## config.mk

```make
export PLATFORM = sky130hd
export DESIGN_NAME = brmw_rsp_q
export DESIGN_NICKNAME = d
export VERILOG_FILES = /design/src/sv/brmw_pkg.sv /design/src/sv/brmw_rsp_q.sv
export SDC_FILE = /design/constraint.sdc
export NUM_CORES = 1
export LEC_CHECK = 0
export BUFFER_PORTS_ARGS = -buffer_cell sky130_fd_sc_hd__buf_2
export CAP_MARGIN = 20
export CORE_MARGIN = 4
export CORE_UTILIZATION = 59
export DETAILED_ROUTE_END_ITERATION = 10
export HOLD_SLACK_MARGIN = 0.12
export PLACE_DENSITY = 0.85
export SYNTH_ARGS = -nofsm -noshare
export SYNTH_HDL_FRONTEND = slang
export SYNTH_SLANG_ARGS = --single-unit
```

## constraint.sdc

```tcl
create_clock -name i_clk -period 17.1 [get_ports i_clk]
set_input_delay 0.855 -clock i_clk [delete_from_list [all_inputs] [get_ports i_clk]]
set_output_delay 0.855 -clock i_clk [all_outputs]
set_load 0.03 [all_outputs]
```

## src/sv/brmw_pkg.sv

```systemverilog
package brmw_pkg;

    localparam int BLOCK_BYTES = 4096;
    localparam int BLOCK_COUNT = 8;
    localparam int STORE_SIZE  = BLOCK_BYTES * BLOCK_COUNT;

    // fixed field widths
    localparam int ADDR_W  = 15;
    localparam int DATA_W  = 8;
    localparam int TOUCH_W = 4;
    localparam int CNT_W   = 32;

    // derived widths
    localparam int STORE_AW = (STORE_SIZE > 1) ? $clog2(STORE_SIZE) : 1;
    localparam int POS_RAW  = $clog2(STORE_SIZE + 1);
    localparam int POS_W    = (POS_RAW > ADDR_W) ? POS_RAW : ADDR_W + 1;
    localparam int OFFS_W   = $clog2(BLOCK_BYTES);
    localparam int BLK_W    = (BLOCK_COUNT > 1) ? $clog2(BLOCK_COUNT) : 1;
    localparam int COV_W    = $clog2(BLOCK_BYTES + 1);

    localparam logic [TOUCH_W-1:0] TOUCH_MAX = '1;

    // request and result codes
    localparam logic REQ_WRITE  = 1'b0;
    localparam logic REQ_READ   = 1'b1;
    localparam logic KIND_WRITE = 1'b0;
    localparam logic KIND_READ  = 1'b1;

    // response queue
    localparam int Q_DEPTH = 3;
    localparam int Q_PTR_W = 2;
    localparam int Q_CNT_W = 2;

    typedef struct packed {
        logic                result_kind;
        logic [DATA_W-1:0]   read_data;
        logic [TOUCH_W-1:0]  touched_blocks;
        logic [CNT_W-1:0]    total_block_reads;
        logic [CNT_W-1:0]    total_block_writes;
        logic                out_of_range;
    } t_rsp;

    typedef struct packed {
        logic                en;
        logic [STORE_AW-1:0] addr;
        logic [DATA_W-1:0]   data;
    } t_mem_wr;

    // accounting stage towards the read data merge
    typedef struct packed {
        logic                valid;
        logic                kind;
        logic                rd_ok;
        logic [TOUCH_W-1:0]  touched;
        logic [CNT_W-1:0]    reads;
        logic [CNT_W-1:0]    writes;
        logic                oor;
    } t_stage;

endpackage

```

## src/sv/brmw_rsp_q.sv

```systemverilog
module brmw_rsp_q
    import brmw_pkg::*;
(
    input  logic i_clk,
    input  logic i_rst_n,
    input  logic i_push,
    input  t_rsp i_data,
    input  logic i_pending,
    output logic o_room,
    output logic o_valid,
    output t_rsp o_data,
    input  logic i_ready
);

    t_rsp               r_ent [Q_DEPTH];
    logic [Q_PTR_W-1:0] r_wp;
    logic [Q_PTR_W-1:0] r_rp;
    logic [Q_CNT_W-1:0] r_cnt;
    logic               pop;
    logic [Q_CNT_W:0]   used;

    assign o_valid = (r_cnt != '0);
    assign pop     = o_valid && i_ready;
    assign o_data  = r_ent[r_rp];

    // the word in flight from the accounting stage already has a slot booked
    assign used   = {1'b0, r_cnt} + (Q_CNT_W + 1)'(i_pending);
    assign o_room = (used < (Q_CNT_W + 1)'(Q_DEPTH));

    always_ff @(posedge i_clk) begin
        if (i_push) begin
            r_ent[r_wp] <= i_data;
        end
    end

    always_ff @(posedge i_clk) begin
        if (!i_rst_n) begin
            r_wp  <= '0;
            r_rp  <= '0;
            r_cnt <= '0;
        end else begin
            if (i_push) begin
                r_wp <= (r_wp == Q_PTR_W'(Q_DEPTH - 1)) ? '0 : r_wp + 1'b1;
            end
            if (pop) begin
                r_rp <= (r_rp == Q_PTR_W'(Q_DEPTH - 1)) ? '0 : r_rp + 1'b1;
            end
            case ({i_push, pop})
                2'b10:   r_cnt <= r_cnt + 1'b1;
                2'b01:   r_cnt <= r_cnt - 1'b1;
                default: r_cnt <= r_cnt;
            endcase
        end
    end

endmodule
```

After elaboration in Yosys (flattened, before gate mapping)

Memories as Yosys holds them, arrays and structs flattened. A register that Yosys moved wholly into a read port is not among the register bits.
Index checks and enable logic that the tools add are counted.

Bits in registers: 6
Latch bits: 0
RAM bits: 234
ROM bits: 0
Bits of input ports: 83
Output and inout bits: 80
Logic and storage cells: 24
Memories: 1

$add $sub $neg: 5
Multipliers: 0
Div/mod/pow operators: 0
$lt $le $gt $ge: 1
Eq/ne operators: 4
Shift operators: 0
Muxes and demuxes: 7
Bitwise logic cells: 0
Reduce and logical (&&, ||, !) cells: 3

Memory list:

| name  | depth | bits a word | read ports | clocked after memory_dff | write ports | RTL line         | source |
|---|---|---|---|---|---|---|---|
| r_ent | 3     | 78          | 1          | 1                        | 1           | brmw_rsp_q.sv:15 | `t_rsp r_ent [Q_DEPTH];` |

Operators with widths:

| kind                | count |
|---|---|
| $mux 2              | 4 |
| $add 2x1->2 const B | 3 |
| $eq 2x2->1 const B  | 3 |
| $pmux 2 s2          | 1 |
| $reduce_bool 2->1   | 2 |
| $add 2x1->3         | 1 |
| $lt 3x2->1 const B  | 1 |
| $eq 2x1->1 const B  | 1 |
| $mux 1              | 2 |
| $sub 2x1->2 const B | 1 |
| $logic_and 1x1->1   | 1 |

Depth between registers and ports, before layout

Depth after elaboration: 4
Mapped depth: 6
Gate-level depth less buffers: 6

Worst setup path before layout

No wires, ideal clock.

Path kind: input-to-reg
Start point: input i_push
End point: memory r_ent[0][0] in the netlist's numbering, enable pin
Arrival time: 6,225 ps
Data required time: 16,488 ps
Path slack: 10,263 ps
Stages on the path: 2
Path buffers: 0
Cells stage by stage: inv_2 > nor3_1

Word-level cells in the longest chain between the ends: 2

RTL lines:

| item                         | RTL line         | source |
|---|---|---|
| start, declared              | brmw_rsp_q.sv:6  | `input logic i_push,` |
| $mux 1                       | brmw_rsp_q.sv:31 | `if (i_push) begin` |
| $mux 1 (not written as such) | brmw_rsp_q.sv:32 | `r_ent[r_wp] <= i_data;` |
| end, declared                | brmw_rsp_q.sv:15 |  |

No other way between the ends.

==> results.cfg <==
[layout]
num-fill-cells = 884
finalInstanceArea_um2 = 10790
n_antenna_cell = 0
final_nets = 786
syn_to_final_growth_pct = 20.09
drive_above_1_share = 0.2939

[routing]
first_pass_iters = 4
drt_iter0_markers = 362
detail_route.wirelength_mm = 16.66
wl_per_cell_um = 18.47
vias = 4959
ant_nets = 0
vias_per_cell = 5.498
drc_errors = 0

[floorplan]
core_area_um2 = 14700
rows = 44
die_w_um = 131.4
ioPinCount = 163
die_h_um = 131.4
start_util = 0.6111
dieArea_um2 = 17260

[critical_path]
timing.rr.start = r_wp[0]
worstPathArrival_ps = 2630
crit_end = o_data[75]
worstSetupStartpointType = flip-flop
rrSetupSlack_ps = 14710
cp-end-kind = primary output
crit_fanout = 43
critical_path_class = reg2out
worst_ep_required_time_ps = 16250
r2r-end = r_ent[1][31]
r2r_cells = 3

[synthesis]
synthesis.area_um2 = 8982
synth.avg_cell_area_um2 = 16.92
ys_warn_count = 0
yosysSeqAreaShare = 0.8001
synth.distinct_cells = 26
synthCells = 531
syn-num-nets = 617
ys_seq_elements = 242

[sta]
setup_tns_ps = 0
rsz0062_at_grt = no
hold_violations = 0
max_slew_margin = 0.3339
timing.final.crit_share = 0.2039
timing.fmax_mhz = 286.8
tightest_slew_ps = 996.8
fin_worst_skew_ps = 5.593
layout_min_cycle_time_ps = 3486
setup_violations = 0
setup_ws_ps = 13610
slew_violations = 0

[power_and_ir_drop]
power_uw = 1547
vdd_ir_drop_max_mv = 0.1275
power_density_nw_per_um2 = 143.4
p_leak_uw = 0.003742

[placed_design]
pre_cts_ws_ps = 14090
numPortBuffers = 162
place_hpwl_mm = 10.25
place_congestion = 0.7844
dpl_cell_area_um2 = 9953

[cts]
htree_levels = 1
cts-root-buf = clkbuf_16
ctsResizeCount = 0
cts.reportedPaths.clkPinSlew_ps = 60
ctsHoldBuffers = 0
cts_buffers = 25
cts_tree = built
postCtsSetupBuffers = 0
cts.sinks = 242
cts.path.max_buffers = 3
worstSkewPairLatency_ps = 490

[global_route]
grt_max_degree = 81
grt-ovfl-total = 0
grt_usage = 0.1907
grt_pass1_vias = 5117
grt_pass1_wl_mm = 26.59
antenna_found_initial = 3

[hold_path]
min_path_type = reg2reg

[run]
timing.max_cap.violations = 0

[run_status]
status = completed
## where the power goes
group          leakage [uW]  total (uW)  switching, uW  internal (uW)
Combinational       0.00110         301            203           98.5
Sequential          0.00223         709           26.2            682
Clock              0.000407         537            208            329
## metrics by stage
stage                     instances    util  hold slack (ps)
after floorplan                 531       -            450.5
after global placement          857  0.6771            453.3
after detailed placement        857  0.6771            465.8
after CTS                       902  0.7338            477.7
after global routing            902  0.7338            499.4
final                           902  0.7338            473.5
## cells by family (layout without fill, tap and decap cells)
group / count (synthesis) / count (layout) / share of synthesized area
simple gates: 92 / 92 / 0.04081
compound gates: 86 / 86 / 0.04931
xor+xnor: 2 / 2 / 0.001950
fa+ha+maj: 3 / 3 / 0.004179
buf+inv: 28 / 215 / 0.01671
mux: 78 / 78 / 0.08692
flops: 242 / 242 / 0.8001
## worst min-delay path by stage
stage,start,slack [ps],cells past startpoint,end
after floorplan,r_rp[0],450,2,flip-flop
after global placement,r_rp[1],450,2,flip-flop
after detailed placement,r_rp[0],470,2,flip-flop
after CTS,r_rp[1],480,2,flip-flop
after global routing,r_rp[0],500,2,flip-flop
final,r_rp[1],470,2,flip-flop
## cells in the final DEF, fill, tap and decap left out
| cell | n |
|---|---|
| xnor2_1 | 2 |
| ha_1 | 3 |
| a21boi_1 | 3 |
| or3b_1 | 1 |
| mux2i_1 | 78 |
| o21ai_0 | 1 |
| or3_1 | 2 |
| nor3_2 | 1 |
| clkbuf_1 | 3 |
| o21a_1 | 2 |
| buf_4 | 6 |
| dfxtp_1 | 6 |
| dfxtp_4 | 2 |
| clkinv_4 | 1 |
| nand2_1 | 82 |
| clkinv_8 | 1 |
| buf_2 | 162 |
| inv_1 | 1 |
| clkbuf_16 | 25 |
| bufinv_16 | 4 |
| clkinvlp_4 | 1 |
| o21ai_1 | 79 |
| nor2_4 | 2 |
| edfxtp_1 | 234 |
| clkinv_2 | 5 |
| inv_2 | 1 |
| and2_1 | 1 |
| nor2b_1 | 2 |
| a21oi_1 | 1 |
| clkinv_1 | 5 |
| or2_1 | 1 |
## final cells by class
cell class	instances	area [um^2]	area share
Multi-Input combinational cell	261	1665	0.1544
Timing Repair Buffer	168	855.8	0.07934
Sequential cell	242	7194	0.6670
Tap cell	184	230.2	0.02134
Clock inverter	17	196.4	0.01821
Clock buffer	28	636.9	0.05904
Inverter	2	7.507	0.0006960
## flip-flops by register name (all words and copies together), names as in the netlist, named ones only
name,flops
r_cnt,2
r_ent,234
r_rp,2
r_wp,2
## critical path, cell delays in order, from the launching register on
cell and delay [ps]:
dfxtp_4 750, buf_4 710, mux2i_1 180, o21ai_1 210
buf_2 240
## cell usage after synthesis
master    number  share of area
buf_6          3         0.0038
a21boi_1       3         0.0025
buf_1          2        0.00084
inv_2          1        0.00042
inv_1          1        0.00042
and2_1         1        0.00070
or3_1          2         0.0014
o21a_1         2         0.0017
nand2_1       82          0.034
nor2_1         2        0.00084
buf_4          3         0.0025
ha_1           3         0.0042
or2_1          1        0.00070
nor2b_1        2         0.0014
clkbuf_4       2         0.0017
dfxtp_1        8          0.018
a21oi_1        1        0.00056
clkbuf_1      13         0.0054
buf_2          3         0.0017
or3b_1         1        0.00098
edfxtp_1     234           0.78
xnor2_1        2         0.0020
o21ai_1       79          0.044
o21ai_0        1        0.00056
mux2i_1       78          0.087
nor3_1         1        0.00056
## routing by layer
layer	part of all wire	GRT usage	vias to the layer above
li1	-	-	2343
met1	0.39	0.2431	2372
met2	0.50	0.3240	204
met3	0.085	0.06002	34
met4	0.021	0.04609	6
met5	0.0023	0	-
(Power assumes the default switching activity.)
