$ cat src/sv/brmw_pkg.sv
package brmw_pkg;

    localparam int BLOCK_BYTES = 4096;
    localparam int BLOCK_COUNT = 8;
    localparam int STORE_SIZE  = BLOCK_BYTES * BLOCK_COUNT;

    // fixed field widths
    localparam int ADDR_W  = 15;
    localparam int DATA_W  = 8;
    localparam int TOUCH_W = 4;
    localparam int CNT_W   = 32;

    // derived widths
    localparam int STORE_AW = (STORE_SIZE > 1) ? $clog2(STORE_SIZE) : 1;
    localparam int POS_RAW  = $clog2(STORE_SIZE + 1);
    localparam int POS_W    = (POS_RAW > ADDR_W) ? POS_RAW : ADDR_W + 1;
    localparam int OFFS_W   = $clog2(BLOCK_BYTES);
    localparam int BLK_W    = (BLOCK_COUNT > 1) ? $clog2(BLOCK_COUNT) : 1;
    localparam int COV_W    = $clog2(BLOCK_BYTES + 1);

    localparam logic [TOUCH_W-1:0] TOUCH_MAX = '1;

    // request and result codes
    localparam logic REQ_WRITE  = 1'b0;
    localparam logic REQ_READ   = 1'b1;
    localparam logic KIND_WRITE = 1'b0;
    localparam logic KIND_READ  = 1'b1;

    // response queue
    localparam int Q_DEPTH = 3;
    localparam int Q_PTR_W = 2;
    localparam int Q_CNT_W = 2;

    typedef struct packed {
        logic                result_kind;
        logic [DATA_W-1:0]   read_data;
        logic [TOUCH_W-1:0]  touched_blocks;
        logic [CNT_W-1:0]    total_block_reads;
        logic [CNT_W-1:0]    total_block_writes;
        logic                out_of_range;
    } t_rsp;

    typedef struct packed {
        logic                en;
        logic [STORE_AW-1:0] addr;
        logic [DATA_W-1:0]   data;
    } t_mem_wr;

    // accounting stage towards the read data merge
    typedef struct packed {
        logic                valid;
        logic                kind;
        logic                rd_ok;
        logic [TOUCH_W-1:0]  touched;
        logic [CNT_W-1:0]    reads;
        logic [CNT_W-1:0]    writes;
        logic                oor;
    } t_stage;

endpackage

$ cat src/sv/brmw_acct.sv
module brmw_acct
    import brmw_pkg::*;
(
    input  logic              i_clk,
    input  logic              i_rst_n,
    input  logic              i_accept,
    input  logic              i_req_type,
    input  logic              i_start_req,
    input  logic [ADDR_W-1:0] i_byte_address,
    input  logic [DATA_W-1:0] i_data_byte,
    input  logic              i_last,
    output t_mem_wr           o_wr,
    output t_stage            o_stage
);

    logic [POS_W-1:0]   r_pos;
    logic [BLK_W-1:0]   r_cur;
    logic [COV_W-1:0]   r_cov;
    logic [TOUCH_W-1:0] r_blocks;
    logic               r_ovf;
    logic [CNT_W-1:0]   r_reads;
    logic [CNT_W-1:0]   r_writes;
    t_stage             r_stage;

    logic               w_acc;
    logic               is_read;
    logic [COV_W-1:0]   cov0;
    logic [COV_W-1:0]   cov1;
    logic [POS_W-1:0]   pos0;
    logic [POS_W-1:0]   pos1;
    logic [TOUCH_W-1:0] blocks0;
    logic [TOUCH_W-1:0] blocks1;
    logic               ovf1;
    logic               in_rng;
    logic [BLK_W-1:0]   blk;
    logic               new_blk;
    logic               close_a;
    logic               read_a;
    logic               close_b;
    logic               read_b;
    logic [CNT_W-1:0]   n_reads;
    logic [CNT_W-1:0]   n_writes;
    logic               rd_ok;

    function automatic logic [CNT_W-1:0] sat_add(input logic [CNT_W-1:0] v,
                                                 input logic [1:0] inc);
        logic [CNT_W:0] s;
        s = {1'b0, v} + (CNT_W + 1)'(inc);
        return s[CNT_W] ? {CNT_W{1'b1}} : s[CNT_W-1:0];
    endfunction

    assign is_read = (i_req_type == REQ_READ);
    assign w_acc   = i_accept && !is_read;

    always_comb begin
        cov0    = i_start_req ? '0 : r_cov;
        blocks0 = i_start_req ? '0 : r_blocks;
        pos0    = i_start_req ? POS_W'(i_byte_address) : r_pos;
        in_rng  = (pos0 < POS_W'(STORE_SIZE));
        blk     = BLK_W'(pos0 >> OFFS_W);

        // a start closes the open block; so does leaving it for another one
        close_a = (r_cov != '0) && (i_start_req || (in_rng && (blk != r_cur)));
        read_a  = close_a && (r_cov != COV_W'(BLOCK_BYTES));

        new_blk = in_rng && ((cov0 == '0) || (blk != r_cur));
        blocks1 = (new_blk && (blocks0 != TOUCH_MAX)) ? blocks0 + 1'b1 : blocks0;
        if (!in_rng) begin
            cov1 = cov0;
        end else if (new_blk) begin
            cov1 = COV_W'(1);
        end else begin
            cov1 = cov0 + 1'b1;
        end
        pos1 = in_rng ? pos0 + 1'b1 : POS_W'(STORE_SIZE);
        ovf1 = (!i_start_req && r_ovf) || !in_rng;

        close_b = i_last && (cov1 != '0);
        read_b  = close_b && (cov1 != COV_W'(BLOCK_BYTES));

        n_reads  = sat_add(r_reads, {1'b0, read_a} + {1'b0, read_b});
        n_writes = sat_add(r_writes, {1'b0, close_a} + {1'b0, close_b});

        rd_ok = ({1'b0, i_byte_address} < (ADDR_W + 1)'(STORE_SIZE));
    end

    always_comb begin
        o_wr.en   = w_acc && in_rng;
        o_wr.addr = STORE_AW'(pos0);
        o_wr.data = i_data_byte;
    end

    always_ff @(posedge i_clk) begin
        if (!i_rst_n) begin
            r_pos    <= '0;
            r_cur    <= '0;
            r_cov    <= '0;
            r_blocks <= '0;
            r_ovf    <= 1'b0;
            r_reads  <= '0;
            r_writes <= '0;
        end else if (w_acc) begin
            r_pos    <= pos1;
            if (new_blk) begin
                r_cur <= blk;
            end
            r_cov    <= i_last ? '0 : cov1;
            r_blocks <= i_last ? '0 : blocks1;
            r_ovf    <= i_last ? 1'b0 : ovf1;
            r_reads  <= n_reads;
            r_writes <= n_writes;
        end
    end

    always_ff @(posedge i_clk) begin
        if (!i_rst_n) begin
            r_stage.valid <= 1'b0;
        end else begin
            r_stage.valid <= i_accept && (is_read || i_last);
        end
        if (i_accept) begin
            r_stage.kind    <= is_read ? KIND_READ : KIND_WRITE;
            r_stage.rd_ok   <= is_read && rd_ok;
            r_stage.touched <= is_read ? '0 : blocks1;
            r_stage.reads   <= is_read ? r_reads : n_reads;
            r_stage.writes  <= is_read ? r_writes : n_writes;
            r_stage.oor     <= !is_read && ovf1;
        end
    end

    assign o_stage = r_stage;

endmodule

$ cat config.mk
export PLATFORM = sky130hd
export DESIGN_NAME = brmw_acct
export DESIGN_NICKNAME = d
export VERILOG_FILES = /design/src/sv/brmw_pkg.sv /design/src/sv/brmw_acct.sv
export SDC_FILE = /design/constraint.sdc
export NUM_CORES = 1
export LEC_CHECK = 0
export BUFFER_PORTS_ARGS = -buffer_cell sky130_fd_sc_hd__buf_4
export CORE_MARGIN = 5
export CORE_UTILIZATION = 50
export DETAILED_ROUTE_END_ITERATION = 10
export PLACE_DENSITY = 0.67
export SYNTH_ARGS = -nofsm -noshare
export SYNTH_HDL_FRONTEND = slang
export SYNTH_SLANG_ARGS = --single-unit
$ cat constraint.sdc
create_clock -name i_clk -period 17.5 [get_ports i_clk]
set_input_delay 5.25 -clock i_clk [delete_from_list [all_inputs] [get_ports i_clk]]
set_output_delay 5.25 -clock i_clk [all_outputs]
set_load 0.005 [all_outputs]
# Word-level counts from Yosys, hierarchy flattened
# Index checks and enable logic that the tools add are counted.
totals:
  regBits: 173
  latchBits: 0
  ramBits: 0
  romBits: 0
  in_bits: 29
  out_inout_bits: 96
  wordCells: 64
  n_memories: 0
op_classes:
  add_sub_neg: 7
  multipliers: 0
  n_div: 0
  n_lt_le_gt_ge: 1
  n_eq_ne: 4
  shifts: 0
  n_mux: 15
  n_bitwise: 0
  reduce_logical: 23
ops:
  columns: ["op", "n"]
  rows:
  - ["$mux W32", 4]
  - ["$add A32 B2 Y33", 2]
  - ["$mux W13", 4]
  - ["$mux W16", 2]
  - ["$ne A13 B13 Y1 const B", 2]
  - ["$reduce_bool A13 Y1", 2]
  - ["$add A16 B1 Y16 const B", 1]
  - ["$lt A16 B16 Y1 const B", 1]
  - ["$add A13 B1 Y13 const B", 1]
  - ["$logic_not A13 Y1", 1]
  - ["$logic_and A1 B1 Y1", 12]
  - ["$mux W4", 3]
  - ["$add A1 B1 Y2", 2]
  - ["$add A4 B1 Y4 const B", 1]
  - ["$logic_or A1 B1 Y1", 4]
  - ["$ne A4 B4 Y1 const B", 1]
  - ["$logic_not A1 Y1", 3]
  - ["$ne A3 B3 Y1", 1]
  - ["$mux W1", 2]
  - ["$reduce_and A2 Y1", 1]

# Longest topological paths before layout
# Gate-level depths: netlist (run 1).
depth:
  word_depth: 13
  ltp_mapped: 22
  mapped_depth_nobuf: 17

# Worst setup path before layout (run 1)
# OpenSTA, ideal clock, no wires.
synth_timing:
  path_kind: "input to output"
  from: "in i_start_req"
  to: "out o_wr[12] in the netlist's numbering"
  arrival_time_ps: 6320
  required_time_ps: 12250
  slack_ps: 5930
  path_stages: 4
  n_path_buf: 3
  cell_sequence: "buf_2 buf_2 buf_1 mux2_2"
synth_rtl:
  columns: ["item", "line_no", "rtl"]
  rows:
  - ["start: declaration", "brmw_acct.sv:8", "input logic i_start_req,"]
  - ["end: declaration", "brmw_acct.sv:12", "output t_mem_wr o_wr,"]

==> results.cfg, run 1 <==
[run_status]
outcome = complete, no violations

[timing]
whs_ns = 0.4498
post-route-period-util_pct = 69.84
finalClockSkew_ns = 0.007012
finalHoldViolCount = 0
tightestPinTransition_ns = 1.187
rsz0062_at_grt = false
setup_viol = 0
min_period_ns = 12.22
max_freq_mhz = 81.82
finalWorstSetupSlack_ns = 5.278
drv_slew = 0
slew_headroom_pct = 20.27
fin_setup_tns_ns = 0

[finish]
syn_to_final_growth_pct = 15.48
fin_nets = 1125
layout-drive-gt1-share_pct = 17.17
diodes = 0
post-route-cell-area_um2 = 10670

[floorplanning]
chipHeight_um = 145.9
die_area_um2 = 21300
core_um2 = 18090
ioPinCount = 125
rows = 49
start_util_pct = 51.08
die_x_um = 145.9

[route]
drtIter0Drc = 759
vias = 8290
wl_per_cell_um = 18.01
vias_per_cell = 6.233
drc = 0
dr.pass1.iters = 5
ant_nets = 0
drt-total-wl_um = 23950

[clock_tree]
cts_root_buf = clkbuf_16
cts_num_sinks = 172
clk_latency_ns = 0.43
numCtsBuffers = 17
path_clk_slew_ns = 0.06
post_cts_buffers = 0
htree_num_levels = 4
cts.repair.resized = 0
hold_buffers = 0
ctsLongestPathBuffers = 2
tritoncts = yes

[logic_synthesis]
synth_flop_cell = dfxtp_1
yosysSeqAreaShare_pct = 44.85
yosysWarnings = 0
syn_area_per_cell_um2 = 8.901
netlist_top_cells_area = edfxtp_1 (23%), dfxtp_1 (22%), a21oi_1 (5.6%)
netlist.area_leader.share_pct = 22.75
syn_area_um2 = 9239
synth_cells = 1038
ys_ff_latch = 172
yosys.area.top_type = edfxtp_1
synth_edf_count = 70
synth_nets = 1075
async_flop_share_pct = 0
synth_cell_types = 70

[power]
power.density_nw_per_um2 = 84.98
finalPower_mw = 0.9067
leakagePower_nw = 3.727
ir_drop_mv = 0.07198

[flow_run]
drv_cap = 0

[min_path]
hold_class = reg -> reg

[global_routing]
grt_pass1_wl_um = 39670
grt_overflow_total = 0
grt_max_degree = 67
antenna_found_initial = 0
grt_pass1_vias = 7695
grt_usage_pct = 22.08

[placed_design]
place_area_um2 = 10050
place_congestion = 0.8725
post-dp-hpwl_um = 15370
io_buffers = 108
place_ws_ns = 5.295

[worst_setup_path]
path_max_fanout = 49
worstSetupStartpointType = input port
crit_type = in -> out
required_ns = 12.25
cp-end-kind = primary output
worstPathArrival_ns = 6.97
[per-stage QoR]
| step | utilization [%] | cells |
|---|---|---|
| final | 58.99 | 1330 |
| after CTS | 58.99 | 1330 |
| after global placement | 55.57 | 1298 |
| after global routing | 58.99 | 1330 |
| after floorplan | - | 1038 |
| after detailed placement | 55.57 | 1298 |
[critical path: stages]
cell and delay, ns:
buf_4 0.46, nor2b_1 0.19, nor2_1 0.79, buf_4 0.24
[cells by family (layout without fill, tap and decap cells)]
group	count (synthesis)	after routing	synth area share (%)
XOR/XNOR	24	24	2.275
adder cells (fa/ha/maj)	8	8	1.246
AO/OA/AOI/OAI	299	299	21.75
multiplexers	33	33	3.860
flip-flops	172	172	44.85
AND/OR/NAND/NOR	383	383	20.68
buffers and inverters	119	182	5.336
[layer usage]
| metal | global-route usage [%] | routed length [um] | share of wire, % | vias up |
|---|---|---|---|---|
| met5 | 0 | 0 | 0 | - |
| met4 | 5.698 | 304 | 1.3 | 0 |
| met3 | 4.547 | 1556 | 6.5 | 28 |
| met2 | 35.94 | 11460 | 48 | 289 |
| met1 | 30.20 | 10630 | 44 | 3957 |
| li1 | - | - | - | 4016 |
[sequential cells by signal, summed over array words and instances, names as in the netlist]
| signal | flops |
|---|---|
| r_blocks | 4 |
| r_ovf | 1 |
| r_writes | 32 |
| o_stage | 71 |
| r_reads | 32 |
| r_cov | 13 |
| r_cur | 3 |
| r_pos | 16 |
[cell usage after synthesis (14+ instances only)]
| cell type | n |
|---|---|
| nor2_1 | 105 |
| a21oi_1 | 104 |
| dfxtp_1 | 102 |
| nand2_1 | 75 |
| edfxtp_1 | 70 |
| clkbuf_1 | 62 |
| nand3_1 | 54 |
| nor3_1 | 39 |
| o21ai_0 | 39 |
| a31oi_1 | 32 |
| inv_1 | 30 |
| mux2i_1 | 21 |
| nand4_1 | 21 |
| xnor2_1 | 21 |
| o221a_2 | 19 |
| a311oi_1 | 17 |
| a22oi_1 | 15 |
| and3_1 | 15 |
| nor4_1 | 14 |
[cells in the final DEF, fill, tap and decap left out, types with 19 or more instances in the layout]
cell / Yosys / routed
buf_4: 9 / 118
nor2_1: 105 / 105
a21oi_1: 104 / 104
dfxtp_1: 102 / 102
nand2_1: 75 / 74
edfxtp_1: 70 / 70
nand3_1: 54 / 54
nor3_1: 39 / 39
o21ai_0: 39 / 38
a31oi_1: 32 / 32
inv_1: 30 / 30
mux2i_1: 21 / 21
nand4_1: 21 / 21
xnor2_1: 21 / 21
o221a_2: 19 / 19
[cell type report]
type	count	area (um2)
clock inverter	15	193.9
timing repair buffer	118	885.9
inverter	32	120.1
multi-input combinational	747	4613
clock buffer	17	425.4
fill	1580	7417
sequential	172	4144
tap	229	286.5
[final timing paths]
check / start / endpoint / slack, ns / cells after the start
min: r_pos[12] / r_pos[12] / 0.45 / 2
max reg2reg: r_cov[0] / o_stage[8] / 11.45 / 16
min reg2reg: r_pos[12] / r_pos[12] / 0.45 / 2
max: i_start_req / o_wr[23] / 5.28 / 4
[where the power goes]
| part | total (mW) | switching, mW | internal (mW) |
|---|---|---|---|
| clock network | 0.399 | 0.160 | 0.239 |
| registers | 0.433 | 0.00507 | 0.428 |
| logic | 0.0743 | 0.0450 | 0.0292 |
Power figures use the tool's default switching activity.
==> inputs of run 2 (changes only) <==
--- a/config.mk
+++ b/config.mk
@@ -9,7 +9,7 @@
 export CORE_MARGIN = 5
 export CORE_UTILIZATION = 50
 export DETAILED_ROUTE_END_ITERATION = 10
-export PLACE_DENSITY = 0.67
+export PLACE_DENSITY = 0.7
 export SYNTH_ARGS = -nofsm -noshare
 export SYNTH_HDL_FRONTEND = slang
 export SYNTH_SLANG_ARGS = --single-unit
==> constraint.sdc (replaced) <==
create_clock -name i_clk -period 10.45 [get_ports i_clk]
set_input_delay 3.135 -clock i_clk [delete_from_list [all_inputs] [get_ports i_clk]]
set_output_delay 3.135 -clock i_clk [all_outputs]
set_load 0.005 [all_outputs]
==> run 2 against run 1 <==
Compared with the run above: hold slack lost 0.0063 ns; cell count is the same; highest routed layer unchanged; sequential share of layout area grew 0.30 points.
==> results.cfg, run 2 (synthesis gave the netlist of run 1 again) <==
[run_status]
outcome = complete, no violations

[placed_design]
place_area_um2 = 10050
place_congestion = 0.8722
place_ws_ns = 1.592
post-dp-hpwl_um = 15320
placedCellCount = 1298
io_buffers = 108

[timing]
rsz0062_at_grt = false
post-route-period-util_pct = 81.77
tightestPinTransition_ns = 1.177
finalHoldViolCount = 0
min_period_ns = 8.545
whs_ns = 0.4435
fin_setup_tns_ns = 0
finalClockSkew_ns = 0.01222
slew_headroom_pct = 20.95
max_freq_mhz = 117.0
finalWorstSetupSlack_ns = 1.905
setup_viol = 0
drv_slew = 0

[finish]
seqCellArea_um2 = 4144
post-route-cell-area_um2 = 10590
fillCellCount = 1625
stdcell_count = 1330
layout_commonest_cell = buf_4
layout-drive-gt1-share_pct = 17.17
syn_to_final_growth_pct = 14.60
diodes = 0
multi_input_area_um2 = 4613
largest_register_ffs = 71
final_cell_mix = buf_4 (118), nor2_1 (105), a21oi_1 (104), dfxtp_1 (102), nand2_1 (74)
fin_nets = 1125

[floorplanning]
rows = 49
chipHeight_um = 145.9
die_area_um2 = 21300
start_util_pct = 51.08
core_um2 = 18090
ioPinCount = 125
die_x_um = 145.9

[worst_setup_path]
cp-end-kind = flop
r2r-end = o_stage[26]
reg2reg_depth = 16
path_buf_inv = 2
slowest_stage = nand2_1
critical-path-max-stage-delay_ns = 0.69
regToRegStartpoint = r_cov[0]
cp_top_family = simple AND/OR/NAND/NOR gates
required_ns = 10.75
cp_cell_sequence = buf_4, mux2i_1, xnor2_1, a2111o_1, or4_1, a31oi_1, o41ai_1, fa_1, inv_1, ha_1, and3_1, nand3_1, nor4_1, nand2_1, nand2_1, o22a_1
worstPathArrival_ns = 8.85
r2r_slack_ns = 4.72
path_max_fanout = 49
worstSetupStartpointType = input port
crit_type = in -> reg
crit_start = i_start_req
crit_top_cell = nand2_1

[clock_tree]
ctsLongestPathBuffers = 2
cts_root_buf = clkbuf_16
clk_latency_ns = 0.43
path_clk_slew_ns = 0.07
post_cts_buffers = 0
cts_num_sinks = 172
numCtsBuffers = 17
htree_num_levels = 4
hold_buffers = 0
cts.repair.resized = 0
tritoncts = yes

[route]
drt-met1-wl_um = 10710
drc = 0
drtIter0Drc = 824
vias_per_cell = 6.233
dr.pass1.iters = 6
routed.top_layer = met4
ant_nets = 0
dr_wl_met3_um = 1539
vias = 8290
drt-total-wl_um = 23590
wl_per_cell_um = 17.74
wl_met2_um = 10920

[global_routing]
grt_max_degree = 68
grt_pass1_vias = 7630
grt_overflow_total = 0
grt_usage_pct = 21.83
grt_pass1_wl_um = 39010
antenna_found_initial = 0

[power]
ir_drop_mv = 0.1226
power.density_nw_per_um2 = 135.2
leakagePower_nw = 3.684

[min_path]
hold_class = reg -> reg
hold_path_depth = 2
hold_start = r_pos[12]
hold-path-endpoint = r_pos[12]

[flow_run]
drv_cap = 0
-- run 2: worst max path at each step --
stage | end | slack, ns | cells past startpoint
3_5_place_dp | o_stage[26] | 1.59 | 16
5_1_grt | o_stage[10] | 1.34 | 16
2_1_floorplan | o_stage[61] | 2.64 | 19
6_report | o_stage[26] | 1.90 | 16
3_3_place_gp | o_stage[18] | 1.82 | 16
4_1_cts | o_stage[26] | 2.02 | 16
-- run 2: per-stage QoR --
stage | util [%] | power (mW)
finish | 58.54 | 1.431
detailed placement | 55.57 | 0.8650
CTS | 58.54 | 1.442
global placement | 55.57 | 0.8637
floorplan | - | 0.8050
global route | 58.54 | 1.482
-- run 2: final cells by class --
class | count | share of cell area (%)
Timing Repair Buffer | 118 | 8.367
Tap cell | 229 | 2.706
Clock buffer | 19 | 4.183
Multi-Input combinational cell | 747 | 43.57
Clock inverter | 13 | 0.8981
Inverter | 32 | 1.134
Sequential cell | 172 | 39.14
-- run 2: tightest hold or removal path, delay by kind of cell, from the launching register on --
kind             cells  cell delay (ns)
AO/OA/AOI/OAI        1             0.05
flip-flops           1             0.31
AND/OR/NAND/NOR      1             0.05
-- run 2: per-layer routing --
metal | GRT usage (%) | vias to the layer above
met5 | 0 | -
met4 | 6.648 | 0
met3 | 3.768 | 34
met2 | 34.80 | 335
met1 | 30.51 | 3913
li1 | - | 4008
-- run 2: power by group --
part	switching, mW	internal (mW)	total (mW)
clock	0.271	0.311	0.582
combinational	0.0728	0.0491	0.122
sequential	0.00996	0.717	0.727
total	0.354	1.08	1.43
